<file path="src/rtl/rkd_pkg.sv">
// Package for the rotary knob step decoder: widths, codes, payload and state types.
package rkd_pkg;

	// Width of the internal wrapping position counter
	localparam int unsigned POS_BITS = 16;
	// Width of the internal saturating elapsed-tick counter
	localparam int unsigned TICK_BITS = 16;

	// Event mask bits
	localparam logic [7:0] EV_START     = 8'h01;
	localparam logic [7:0] EV_STOP      = 8'h02;
	localparam logic [7:0] EV_CW        = 8'h04;
	localparam logic [7:0] EV_CW_START  = 8'h08;
	localparam logic [7:0] EV_CW_STOP   = 8'h10;
	localparam logic [7:0] EV_CCW       = 8'h20;
	localparam logic [7:0] EV_CCW_START = 8'h40;
	localparam logic [7:0] EV_CCW_STOP  = 8'h80;

	// Step direction codes
	typedef enum logic [1:0] {
		DIR_IDLE = 2'd0,
		DIR_CW   = 2'd1,
		DIR_CCW  = 2'd2
	} dir_t;

	// One pin sample
	typedef struct packed {
		logic a_level;
		logic b_level;
	} in_t;

	// One decoded result
	typedef struct packed {
		logic [7:0]         event_mask;
		logic [1:0]         step_dir;
		logic signed [15:0] position;
		logic [15:0]        elapsed_ticks;
	} out_t;

	// Decoder state carried from one sample to the next
	typedef struct packed {
		logic                 prev_a;
		logic                 latched_b;
		logic                 armed;
		logic [TICK_BITS-1:0] tick_count;
		logic [POS_BITS-1:0]  step_position;
		dir_t                 prev_dir;
	} state_t;

endpackage

</file>
<file path="src/rtl/rotary_knob_step_decoder_core.sv">
// Rotary knob step decoder top level: input register, decode logic, result register.
// Takes one A/B pin sample per clock and returns one result per sample. A sample
// transferred on the input channel is held in the input register, decoded against
// the stored knob state and then captured in the result register, from which its
// result is offered. Throughput is one sample per cycle; both stages hold while the
// result is not taken. The active pin level is written through the cfg channel,
// which is always ready, and applies to both phases.
module rotary_knob_step_decoder_core (
	input  logic          clk,
	input  logic          arst_n,
	input  logic          in_valid,
	output logic          in_ready,
	input  rkd_pkg::in_t  in_data,
	output logic          out_valid,
	input  logic          out_ready,
	output rkd_pkg::out_t out_data,
	input  logic          cfg_valid,
	output logic          cfg_ready,
	input  logic          cfg_data
);

	logic            act_level_q;
	logic            valid_s1;
	rkd_pkg::in_t    sample_s1;
	rkd_pkg::state_t state_q;
	rkd_pkg::state_t state_nxt;
	rkd_pkg::out_t   result;
	logic            out_valid_q;
	rkd_pkg::out_t   out_data_q;
	logic            stall;
	logic            advance;

	// Pipeline control
	assign stall     = out_valid_q && !out_ready;
	assign advance   = valid_s1 && !stall;
	assign in_ready  = !valid_s1 || !stall;
	assign cfg_ready = 1'b1;
	assign out_valid = out_valid_q;
	assign out_data  = out_data_q;

	// Configuration register
	always_ff @(posedge clk or negedge arst_n) begin
		if (!arst_n) begin
			act_level_q <= 1'b0;
		end else if (cfg_valid && cfg_ready) begin
			act_level_q <= cfg_data;
		end
	end

	// Input stage
	always_ff @(posedge clk or negedge arst_n) begin
		if (!arst_n) begin
			valid_s1 <= 1'b0;
		end else if (in_ready) begin
			valid_s1 <= in_valid;
		end
	end

	always_ff @(posedge clk) begin
		if (in_valid && in_ready) begin
			sample_s1 <= in_data;
		end
	end

	rkd_step_logic u_step_logic (
		.sample    (sample_s1),
		.act_level (act_level_q),
		.cur       (state_q),
		.nxt       (state_nxt),
		.result    (result)
	);

	// Knob state, updated as each sample moves into the result register
	always_ff @(posedge clk or negedge arst_n) begin
		if (!arst_n) begin
			state_q <= '{prev_a: 1'b0, latched_b: 1'b0, armed: 1'b0,
				tick_count: '0, step_position: '0, prev_dir: rkd_pkg::DIR_IDLE};
		end else if (advance) begin
			state_q <= state_nxt;
		end
	end

	// Result register
	always_ff @(posedge clk or negedge arst_n) begin
		if (!arst_n) begin
			out_valid_q <= 1'b0;
		end else if (!stall) begin
			out_valid_q <= valid_s1;
		end
	end

	always_ff @(posedge clk) begin
		if (advance) begin
			out_data_q <= result;
		end
	end

endmodule

</file>
<file path="src/rtl/rkd_event_enc.sv">
// Event mask encoder: compares this sample's direction with the previous one.
module rkd_event_enc (
	input  rkd_pkg::dir_t from_dir,
	input  rkd_pkg::dir_t to_dir,
	output logic [7:0]    event_mask
);

	always_comb begin
		event_mask = '0;
		if (from_dir == to_dir) begin
			// Steady: only the direction bit, nothing while idle
			case (to_dir)
				rkd_pkg::DIR_CW:  event_mask = rkd_pkg::EV_CW;
				rkd_pkg::DIR_CCW: event_mask = rkd_pkg::EV_CCW;
				default:          event_mask = '0;
			endcase
		end else begin
			case (from_dir)
				rkd_pkg::DIR_CW: begin
					if (to_dir == rkd_pkg::DIR_IDLE)
						event_mask = rkd_pkg::EV_STOP | rkd_pkg::EV_CW_STOP;
					else
						event_mask = rkd_pkg::EV_CW_STOP | rkd_pkg::EV_CCW_START
							| rkd_pkg::EV_CCW;
				end
				rkd_pkg::DIR_CCW: begin
					if (to_dir == rkd_pkg::DIR_IDLE)
						event_mask = rkd_pkg::EV_STOP | rkd_pkg::EV_CCW_STOP;
					else
						event_mask = rkd_pkg::EV_CCW_STOP | rkd_pkg::EV_CW_START
							| rkd_pkg::EV_CW;
				end
				default: begin
					// Leaving idle: start plus the new direction
					if (to_dir == rkd_pkg::DIR_CW)
						event_mask = rkd_pkg::EV_START | rkd_pkg::EV_CW_START
							| rkd_pkg::EV_CW;
					else
						event_mask = rkd_pkg::EV_START | rkd_pkg::EV_CCW_START
							| rkd_pkg::EV_CCW;
				end
			endcase
		end
	end

endmodule

</file>
<file path="src/rtl/rkd_step_logic.sv">
// Per-sample decode logic: next decoder state and the result for one pin sample.
module rkd_step_logic (
	input  rkd_pkg::in_t    sample,
	input  logic            act_level,
	input  rkd_pkg::state_t cur,
	output rkd_pkg::state_t nxt,
	output rkd_pkg::out_t   result
);

	logic          a_edge;
	logic          a_act;
	rkd_pkg::dir_t dir;
	logic [7:0]    event_mask;

	assign a_edge = sample.a_level != cur.prev_a;
	assign a_act  = sample.a_level == act_level;

	// Arm / disarm and step detection
	always_comb begin
		nxt        = cur;
		dir        = rkd_pkg::DIR_IDLE;
		nxt.prev_a = sample.a_level;
		if (!cur.armed) begin
			if (a_edge && a_act) begin
				nxt.latched_b  = sample.b_level;
				nxt.tick_count = '0;
				nxt.armed      = 1'b1;
			end
		end else if (a_edge) begin
			if (!a_act) begin
				nxt.armed = 1'b0;
				if (cur.latched_b != sample.b_level) begin
					if (sample.b_level == act_level) begin
						dir               = rkd_pkg::DIR_CW;
						nxt.step_position = cur.step_position + 1'b1;
					end else begin
						dir               = rkd_pkg::DIR_CCW;
						nxt.step_position = cur.step_position - 1'b1;
					end
				end
			end else begin
				nxt.latched_b  = sample.b_level;
				nxt.tick_count = '0;
			end
		end else if (cur.tick_count != '1) begin
			// Armed with A steady: count, saturating
			nxt.tick_count = cur.tick_count + 1'b1;
		end
		nxt.prev_dir = dir;
	end

	rkd_event_enc u_event_enc (
		.from_dir   (cur.prev_dir),
		.to_dir     (dir),
		.event_mask (event_mask)
	);

	// Result fields
	always_comb begin
		result.event_mask    = event_mask;
		result.step_dir      = dir;
		result.position      = 16'(nxt.step_position);
		result.elapsed_ticks = 16'(nxt.tick_count);
	end

endmodule
</file>
<file path="config.mk">
export PLATFORM = sky130hd
export DESIGN_NAME = rotary_knob_step_decoder_core
export DESIGN_NICKNAME = d
export VERILOG_FILES = /design/src/rtl/rkd_pkg.sv /design/src/rtl/rotary_knob_step_decoder_core.sv /design/src/rtl/rkd_event_enc.sv /design/src/rtl/rkd_step_logic.sv
export SDC_FILE = /design/constraint.sdc
export NUM_CORES = 1
export LEC_CHECK = 0
export BUFFER_PORTS_ARGS = -buffer_cell sky130_fd_sc_hd__buf_2
export CAP_MARGIN = 20
export CORE_UTILIZATION = 57
export DETAILED_ROUTE_END_ITERATION = 8
export PLACE_DENSITY = 0.88
export RECOVER_POWER = 100
export SETUP_SLACK_MARGIN = 0.3
export SLEW_MARGIN = 20
export SYNTH_ARGS = -nofsm -noshare
export SYNTH_HDL_FRONTEND = slang
export SYNTH_HIERARCHICAL = 1
export SYNTH_SLANG_ARGS = --single-unit
</file>
<file path="constraint.sdc">
create_clock -name clk -period 3.8 [get_ports clk]
set_input_delay 0.19 -clock clk [delete_from_list [all_inputs] [get_ports clk]]
set_output_delay 0.19 -clock clk [all_outputs]
set_load 0.01 [all_outputs]
</file>
Yosys cells after proc, flatten, opt, wreduce, memory -nomap -nowiden
Index checks and enable logic that the tools add are counted.

cells by class
  add/subtract/negate cells = 3
  multiply operators = 0
  div/mod/pow operators = 0
  magnitude comparators = 0
  equality and inequality tests = 12
  shifts and indexed selects = 0
  muxes and demuxes = 24
  bitwise logic cells = 0
  reduce and logical (&&, ||, !) cells = 11

operators with widths
  operator                                             count
  two-way mux 16 bit                                   8
  two-way mux 18 bit                                   2
  adder 16 x 1 -> 16 bit, second input constant        2
  != test 16 bit, second input constant                1
  one-hot mux 8 bit (2 select lines)                   1
  subtractor 16 x 1 -> 16 bit, second input constant   1
  two-way mux 7 bit                                    2
  two-way mux 2 bit                                    6
  one-hot mux 6 bit (2 select lines)                   1
  two-way mux 8 bit                                    1
  equality test 2 x 1 -> 1 bit, second input constant  2
  equality test 2 bit, second input constant           2
  logical AND 1 bit                                    4
  two-way mux 4 bit                                    1
  != test 2 x 1 -> 1 bit, second input constant        2
  AND reduction 4 bit                                  1
  zero test 1 bit                                      3
  equality test 1 bit                                  2
  equality test 2 bit                                  1
  zero test 2 bit                                      1
  two-way mux 1 bit                                    2
  != test 1 bit                                        2
  nonzero test 2 bit                                   1
  logical OR 1 bit                                     1

storage, ports and cells
  flip-flop bits (word level) = 84
  latch bits = 0
  RAM bits = 0
  memory bits (read-only) = 0
  output and inout bits = 45
  memories = 0

Depth between registers and ports, before layout
Gate-level depths: netlist (run 1).

  depth in word-level cells = 10
  depth in mapped cells = 10
  gate-level depth less buffers = 10

Hierarchy
The synthesis (run 1) kept the hierarchy.

by module, submodules not included
  module                         times used  cells each  area each (µm²)  seq. area each (µm²)
  rotary_knob_step_decoder_core  1           135         2921.6           2322.2
  rkd_step_logic                 1           265         1727.9           0.0
  rkd_event_enc                  1           35          267.8            0.0

Worst setup path before layout (run 1)
OpenSTA, ideal clock, no wires.

  kind = register to register
  from = register act_level_q
  to = register state_q[16] (netlist name)
  arrival time = 3134 ps
  data required time = 3675 ps
  setup slack = 541 ps
  cell stages (with the launch flop) = 11
  buffers on the path = 0
  cells stage by stage = dfrtp_1 > xor2_1 > inv_1 > fa_1 > nor2b_1 > o21a_1 > o211ai_1 > a211oi_1 > o21a_1 > o31ai_1 > mux2_4

RTL lines
  item                      line                                 text
  start: declaration        rotary_knob_step_decoder_core.sv:22  logic act_level_q;
  start signal: assignment  rotary_knob_step_decoder_core.sv:46  act_level_q <= cfg_data;
  end signal: assignment    rotary_knob_step_decoder_core.sv:76  state_q <= '{prev_a: 1'b0, latched_b: 1'b0, armed: 1'b0,
  end signal: assignment    rotary_knob_step_decoder_core.sv:79  state_q <= state_nxt;
  end: declaration          rotary_knob_step_decoder_core.sv:25  rkd_pkg::state_t state_q;

==> results.md, run 1 <==
* Ys async rst share at 47.6%
* Setup violators final at 0
* Pwr Density at 638 nW/um^2
* GP Congestion at 0.853
* CTS Buffer Depth at 2
* EDFF count, synth at 44
* Top-Level Pins at 53
* Largest net degree at the start of global routing at 41
* CTS tree: built
* Layout area overhead at 2.80%
* CTS sink cnt at 84
* Placement Cell Area at 5000 um^2
* Clk Latency, worst-skew pair at 350 ps
* Worst Path Required at 3890 ps
* TritonCTS buffer count at 9
* Vias at 3231
* Post-route cell area at 5050 um^2
* Vias in the first global route at 3124
* Synth area leader: edfxtp_1
* Relative slew slack at -47.0%
* Synth Flop Type: edfxtp_1
* Leakage at 2.11 nW
* N_diodes at 0
* Setup TNS at 0 ps
* Clk root buf: clkbuf_8
* Synth top area cells: edfxtp_1 (27%), dfrtp_1 (20%), mux2_4 (5.8%)
* Outcome: finished, violations left
* Post-Syn Instances at 435
* Post-synthesis adder-cell area fraction at 5.50%
* Drt first pass iters at 4
* YS warnings at 6
* Sequential area share after synthesis at 47.2%
* Unique masters post-synth at 59
* Die area at 9000 um^2
* Pre-CTS setup slack at 920 ps
* Syn_area_per_cell at 11.3 um^2
* Hold Path Stages at 2
* Clock Skews at 8.47 ps
* Clock Pin Slew Worst Setup and Hold Paths at 90 ps
* Simple-gate area share of the yosys netlist at 12.3%
* Critical Path Source Type: flop
* CORE AREA at 8300 um^2
* Hold Crit Class: input port to flop
* Antenna viol nets, final at 0
* Pins Over Slew Limit at 41
* Violated checks: capacitance limit, slew limit
* Synth cell count leaders: edfxtp_1 (44), nand2_1 (43), dfrtp_1 (40), buf_4 (37), mux2_2 (21)
* Total GRT Usage at 20.9%
* First-pass GRT wire length at 14500 um
* Post-DP HPWL at 6030 um
* Cell area after synthesis at 4920 um^2
* IO Port Bufs at 51
* Tcrit/Tclk final at 80.5%
* Synth Area in Compound Gates at 11.7%
* Reg2Reg Setup Slack at 740 ps
* Worst-margin pin slew at 2200 ps
* Final hold vios at 0
* Layout cells sized above 1 at 11.0%
* Final core utilization at 60.9%
* Yosys top cell area share at 26.9%
* Maximum clock rate at 327 MHz
* Starting density of the core at 59.2%
* Worst-path fanout max at 37
* Die span in x at 94.9 um
* Htree depth at 3
* Rows at 33
* Synth Area in XOR/XNOR at 2.47%
* FF-to-FF path depth at 9
* Vias per cell at 5.70
* PostCTS Resize Cnt at 0
* Data arrival, critical path at 3140 ps
* Peak VDD IR at 329 uV
* Main combinational cell family by area after synthesis: multiplexers
* RR Endpoint: out_data[37]$_DFFE_PP_
* Synth Register Bits at 84
* Syn Nets at 464
* FF-to-FF Start: state_q[36]$_DFFE_PN0P_
* DRT iter0 DRCs at 191
* Wirelength per Cell at 15.3 um
* Hold Startpoint: in_valid
* Crit. End Element: flop
* Grt ovf at 0
* Initial antenna violation count at 0
* DRC at 0
* Total Wirelength at 8690 um
* Hold endpoint: valid_s1$_DFFE_PN0P_
* DIE HEIGHT at 94.9 um
* Worst setup margin at 742 ps
* Kind of critical path: flop to flop
* Fin nets at 486
* Min cycle time layout at 3060 ps
* Post-synthesis mux area share at 12.6%
* Most frequent cell after synthesis: edfxtp_1
* Max Cap Viol at 1
* Unrepaired setup endpoints after global routing: no
## worst max-delay path: stages, from the launching register on
cell,delay [ps]
dfrtp_1,470
nand2b_1,170
mux2i_1,80
nand3_1,120
clkbuf_1,1050
nor2_1,80
buf_4,230
or2_0,270
a21oi_4,220
a2111oi_0,100
## layout make-up
cell class	instances	area (um^2)
Inverter	11	41.3
Tap cell	105	131
Fill cell	685	3240
Timing Repair Buffer	61	270
Multi-Input combinational cell	290	2100
Sequential cell	84	2320
Clock inverter	7	66.3
Clock buffer	9	124
## placed cells by master (no fill, tap or decap), drive strengths merged, types with 7 or more instances in the layout
cell / n
xor2: 8
a21oi: 19
clkbuf: 57
nand3: 16
mux2: 40
edfxtp: 44
o21ai: 19
ha: 20
nand2: 44
o21a: 8
inv: 16
and3: 7
a211oi: 7
dfrtp: 40
nor2: 19
nor3: 7
mux2i: 10
buf: 10
## power breakdown
part | leakage, nW | internal (mW) | switching, mW
clock network | 0.0922 | 0.256 | 0.355
logic | 1.06 | 0.534 | 0.735
registers | 0.952 | 1.20 | 0.146
total | 2.11 | 1.99 | 1.24
## cells by family after synthesis
logic type,after synthesis
AOI/OAI and AO/OA,83
xor gates and xnor gates,13
and+or+nand+nor,122
buffers and inverters,61
muxes,50
other,1
adders and majority gates,21
DFF,84
## metal layers
metal,up-vias,wire length (um),GRT usage (%)
met5,-,0,0
met4,0,173,8.08
met3,16,455,3.62
met2,92,4180,34.8
met1,1533,3880,27.1
li1,1590,-,-
## how the worst max path moves through the flow
stage / from / end / slack, ps
4_1_cts: act_level_q$_DFFE_PN0P_ / state_q[15]$_DFFE_PN0P_ / 890
3_5_place_dp: act_level_q$_DFFE_PN0P_ / state_q[15]$_DFFE_PN0P_ / 920
6_report: state_q[36]$_DFFE_PN0P_ / out_data[37]$_DFFE_PP_ / 740
5_1_grt: sample_s1[1]$_DFFE_PP_ / out_data[37]$_DFFE_PP_ / 400
3_3_place_gp: act_level_q$_DFFE_PN0P_ / state_q[15]$_DFFE_PN0P_ / 1060
2_1_floorplan: act_level_q$_DFFE_PN0P_ / state_q[16]$_DFFE_PN0P_ / 540
## repair_timing
item                      in CTS  in global routing
hold endpoints to repair      41                  0
buffers inserted               0                  0
hold buffers                   3                  0
## through the flow
stage / hold WS (ps) / cells / power [mW]
global placement: 370 / 548 / 2.62
floorplan: -106 / 435 / 2.53
finish: 49.0 / 567 / 3.22
CTS: 40.7 / 567 / 3.31
detailed placement: 369 / 548 / 2.69
global route: 37.6 / 567 / 3.46
## state kept, by name (all words and copies together), names as in the netlist
signal,cells
state_q,37
out_data,42
out_valid,1
valid_s1,1
act_level_q,1
sample_s1,2
No activity file was read; power rests on OpenSTA's default activity.
==> inputs of run 2 (changes only) <==
- CORE_UTILIZATION: 57 -> 53
- PLACE_DENSITY: 0.88 -> 0.86
- clock period: 3.8 -> 2.55 ns (I/O delays scaled with it)
==> results.md, run 2 (same netlist as run 1, synthesis figures left out) <==
* CTS Buffer Depth at 2
* Final hold vios at 0
* GP Congestion at 0.955
* GR Util met1 at 29.0%
* Vias at 3832
* Total GRT Usage at 22.8%
* Layout area overhead at 19.4%
* First-pass GRT wire length at 17500 um
* Worst Path Required at 2810 ps
* N_diodes at 0
* Setup crit start: sample_s1[0]$_DFFE_PP_
* CORE AREA at 8850 um^2
* Footprint of the multi-input gates at 2470 um^2
* FF-to-FF Start: sample_s1[0]$_DFFE_PP_
* IO Port Bufs at 51
* DRT iter0 DRCs at 352
* Initial antenna violation count at 0
* Most frequent cells in the layout: clkbuf_1 (45), edfxtp_1 (44), buf_4 (44), nand2_1 (42), dfrtp_1 (39)
* Rows at 34
* Hold Path Stages at 2
* Grt ovf at 0
* Met2 Track Usage GR at 38.6%
* Htree depth at 3
* Hold Startpoint: cfg_valid
* Met3 global-route usage at 3.79%
* Post-DP HPWL at 6610 um
* Data arrival, critical path at 3160 ps
* CTS sink cnt at 84
* Clk network pwr share at 17.9%
* Placement Cell Area at 5260 um^2
* Pins Over Slew Limit at 0
* Pwr Density at 1050 nW/um^2
* Cell count after placement at 576
* Antenna viol nets, final at 0
* Clock Pin Slew Worst Setup and Hold Paths at 100 ps
* Drt first pass iters at 7
* Worst-path fanout max at 5
* Max reg flops at 42
* Largest net degree at the start of global routing at 41
* Filler Cell Count at 609
* Finished Layout Cells at 618
* CTS tree: built
* Clock Skews at 14.3 ps
* Pint at 3.75 mW
* Worst-margin pin slew at 1020 ps
* Net Sw Frac at 39.3%
* Combinational power share at 48.9%
* Violated checks: setup timing
* DRC at 0
* Crit. End Element: flop
* Die span in x at 98.3 um
* Peak VDD IR at 449 uV
* Total Wirelength at 11900 um
* Starting density of the core at 55.6%
* Critical Path Source Type: flop
* Clk Latency, worst-skew pair at 370 ps
* Outcome: finished, violations left
* Clk root buf: clkbuf_8
* Tcrit/Tclk final at 114%
* Setup violators final at 21
* Fin nets at 534
* FF-to-FF path depth at 11
* Leakage at 2.49 nW
* Maximum clock rate at 345 MHz
* Unrepaired setup endpoints after global routing: yes
* Psw at 2.42 mW
* Max Cap Viol at 0
* DIE HEIGHT at 98.3 um
* Worst setup margin at -350 ps
* Die area at 9670 um^2
* Kind of critical path: flop to flop
* Layer with the highest usage: met2
* Top-Level Pins at 53
* Vias per cell at 6.20
* Sequential power share at 33.2%
* TritonCTS buffer count at 9
* Leading cell type in the layout, fill and taps excluded: clkbuf_1
* Vias in the first global route at 3612
* Hold Crit Class: input port to flop
* Wirelength per Cell at 19.3 um
* Post-route cell area at 5870 um^2
* Register area at 2320 um^2
* Layout cells sized above 1 at 31.8%
* Min cycle time layout at 2900 ps
* Relative slew slack at 32.1%
-- run 2: cell count changes in the layout (fill, tap and decap cells not counted), sizes merged --
cell,previous run,this run
inv,16,15
dlygate4sd3,3,5
clkinvlp,2,0
buf,10,57
nor2,19,20
clkinv,0,1
bufinv,0,2
clkbuf,57,55
-- run 2: path summary, 6_finish.rpt --
check	endpoint	slack [ps]
worst max-delay path	state_q[17]$_DFFE_PN0P_	-350
worst min-delay path	act_level_q$_DFFE_PN0P_	10
worst max register to register	state_q[17]$_DFFE_PN0P_	-350
worst min register to register	out_valid$_DFFE_PN0N_	520
max in group asynchronous	act_level_q$_DFFE_PN0P_	1410
min in group asynchronous	state_q[20]$_DFFE_PN0P_	460
-- run 2: critical path, cell delays in order, from the launching register on --
cell and delay (ps):
edfxtp_1 470, xor2_4 250, buf_4 170, ha_4 270, a211oi_2 80, o21bai_2 230, a21oi_2 110, o41a_1 470
buf_4 180, o22ai_2 160, nand3_2 130, mux2_2 280
-- run 2: stage by stage --
| step | setup TNS, ps | utilization, % | hold WS, ps | power (mW) | worst slack [ps] |
|---|---|---|---|---|---|
| 6_report | -3570 | 66.4 | 9.94 | 6.17 | -350 |
| 2_1_floorplan | -1560 | - | -168 | 3.82 | -152 |
| 5_1_grt | -5540 | 66.4 | 1.20 | 6.47 | -416 |
| 4_1_cts | -173 | 64.3 | 2.05 | 5.66 | -50.3 |
| 3_5_place_dp | -1090 | 59.4 | 312 | 4.33 | -148 |
| 3_3_place_gp | -395 | 59.4 | 311 | 4.20 | -83.8 |
-- run 2: final cells by class --
class	instances	share of cell area, %
Timing Repair Buffer	108	11.6
Clock buffer	9	2.11
Inverter	11	0.703
Tap cell	108	2.30
Multi-Input combinational cell	291	42.0
Clock inverter	7	1.75
Sequential cell	84	39.6
-- run 2: routing by layer --
layer | up-vias | share of wire [%] | wire (um)
li1 | 1681 | - | -
met1 | 1868 | 40 | 4710
met2 | 232 | 50 | 5930
met3 | 51 | 6.5 | 776
met4 | 0 | 4.2 | 505
met5 | - | 0 | 0
-- run 2: power by group through the flow --
| stage | Combinational [mW] | Sequential, mW | Clock (mW) |
|---|---|---|---|
| after floorplan | 1.78 | 2.05 | 0 |
| after global placement | 2.18 | 2.02 | 0 |
| after detailed placement | 2.30 | 2.03 | 0 |
| after CTS | 2.53 | 2.02 | 1.11 |
| after global routing | 3.21 | 2.09 | 1.17 |
| final | 3.02 | 2.05 | 1.10 |
-- run 2: timing repair --
| item | in CTS | in global routing |
|---|---|---|
| setup endpoints to repair | 33 | 35 |
| gates resized for setup | 26 | 28 |
| setup buffers | 4 | 16 |
| pin swaps | 8 | 25 |
| endpoints found under the hold margin | 44 | 0 |
| gates cloned | 0 | 1 |
| hold buffers | 5 | 0 |
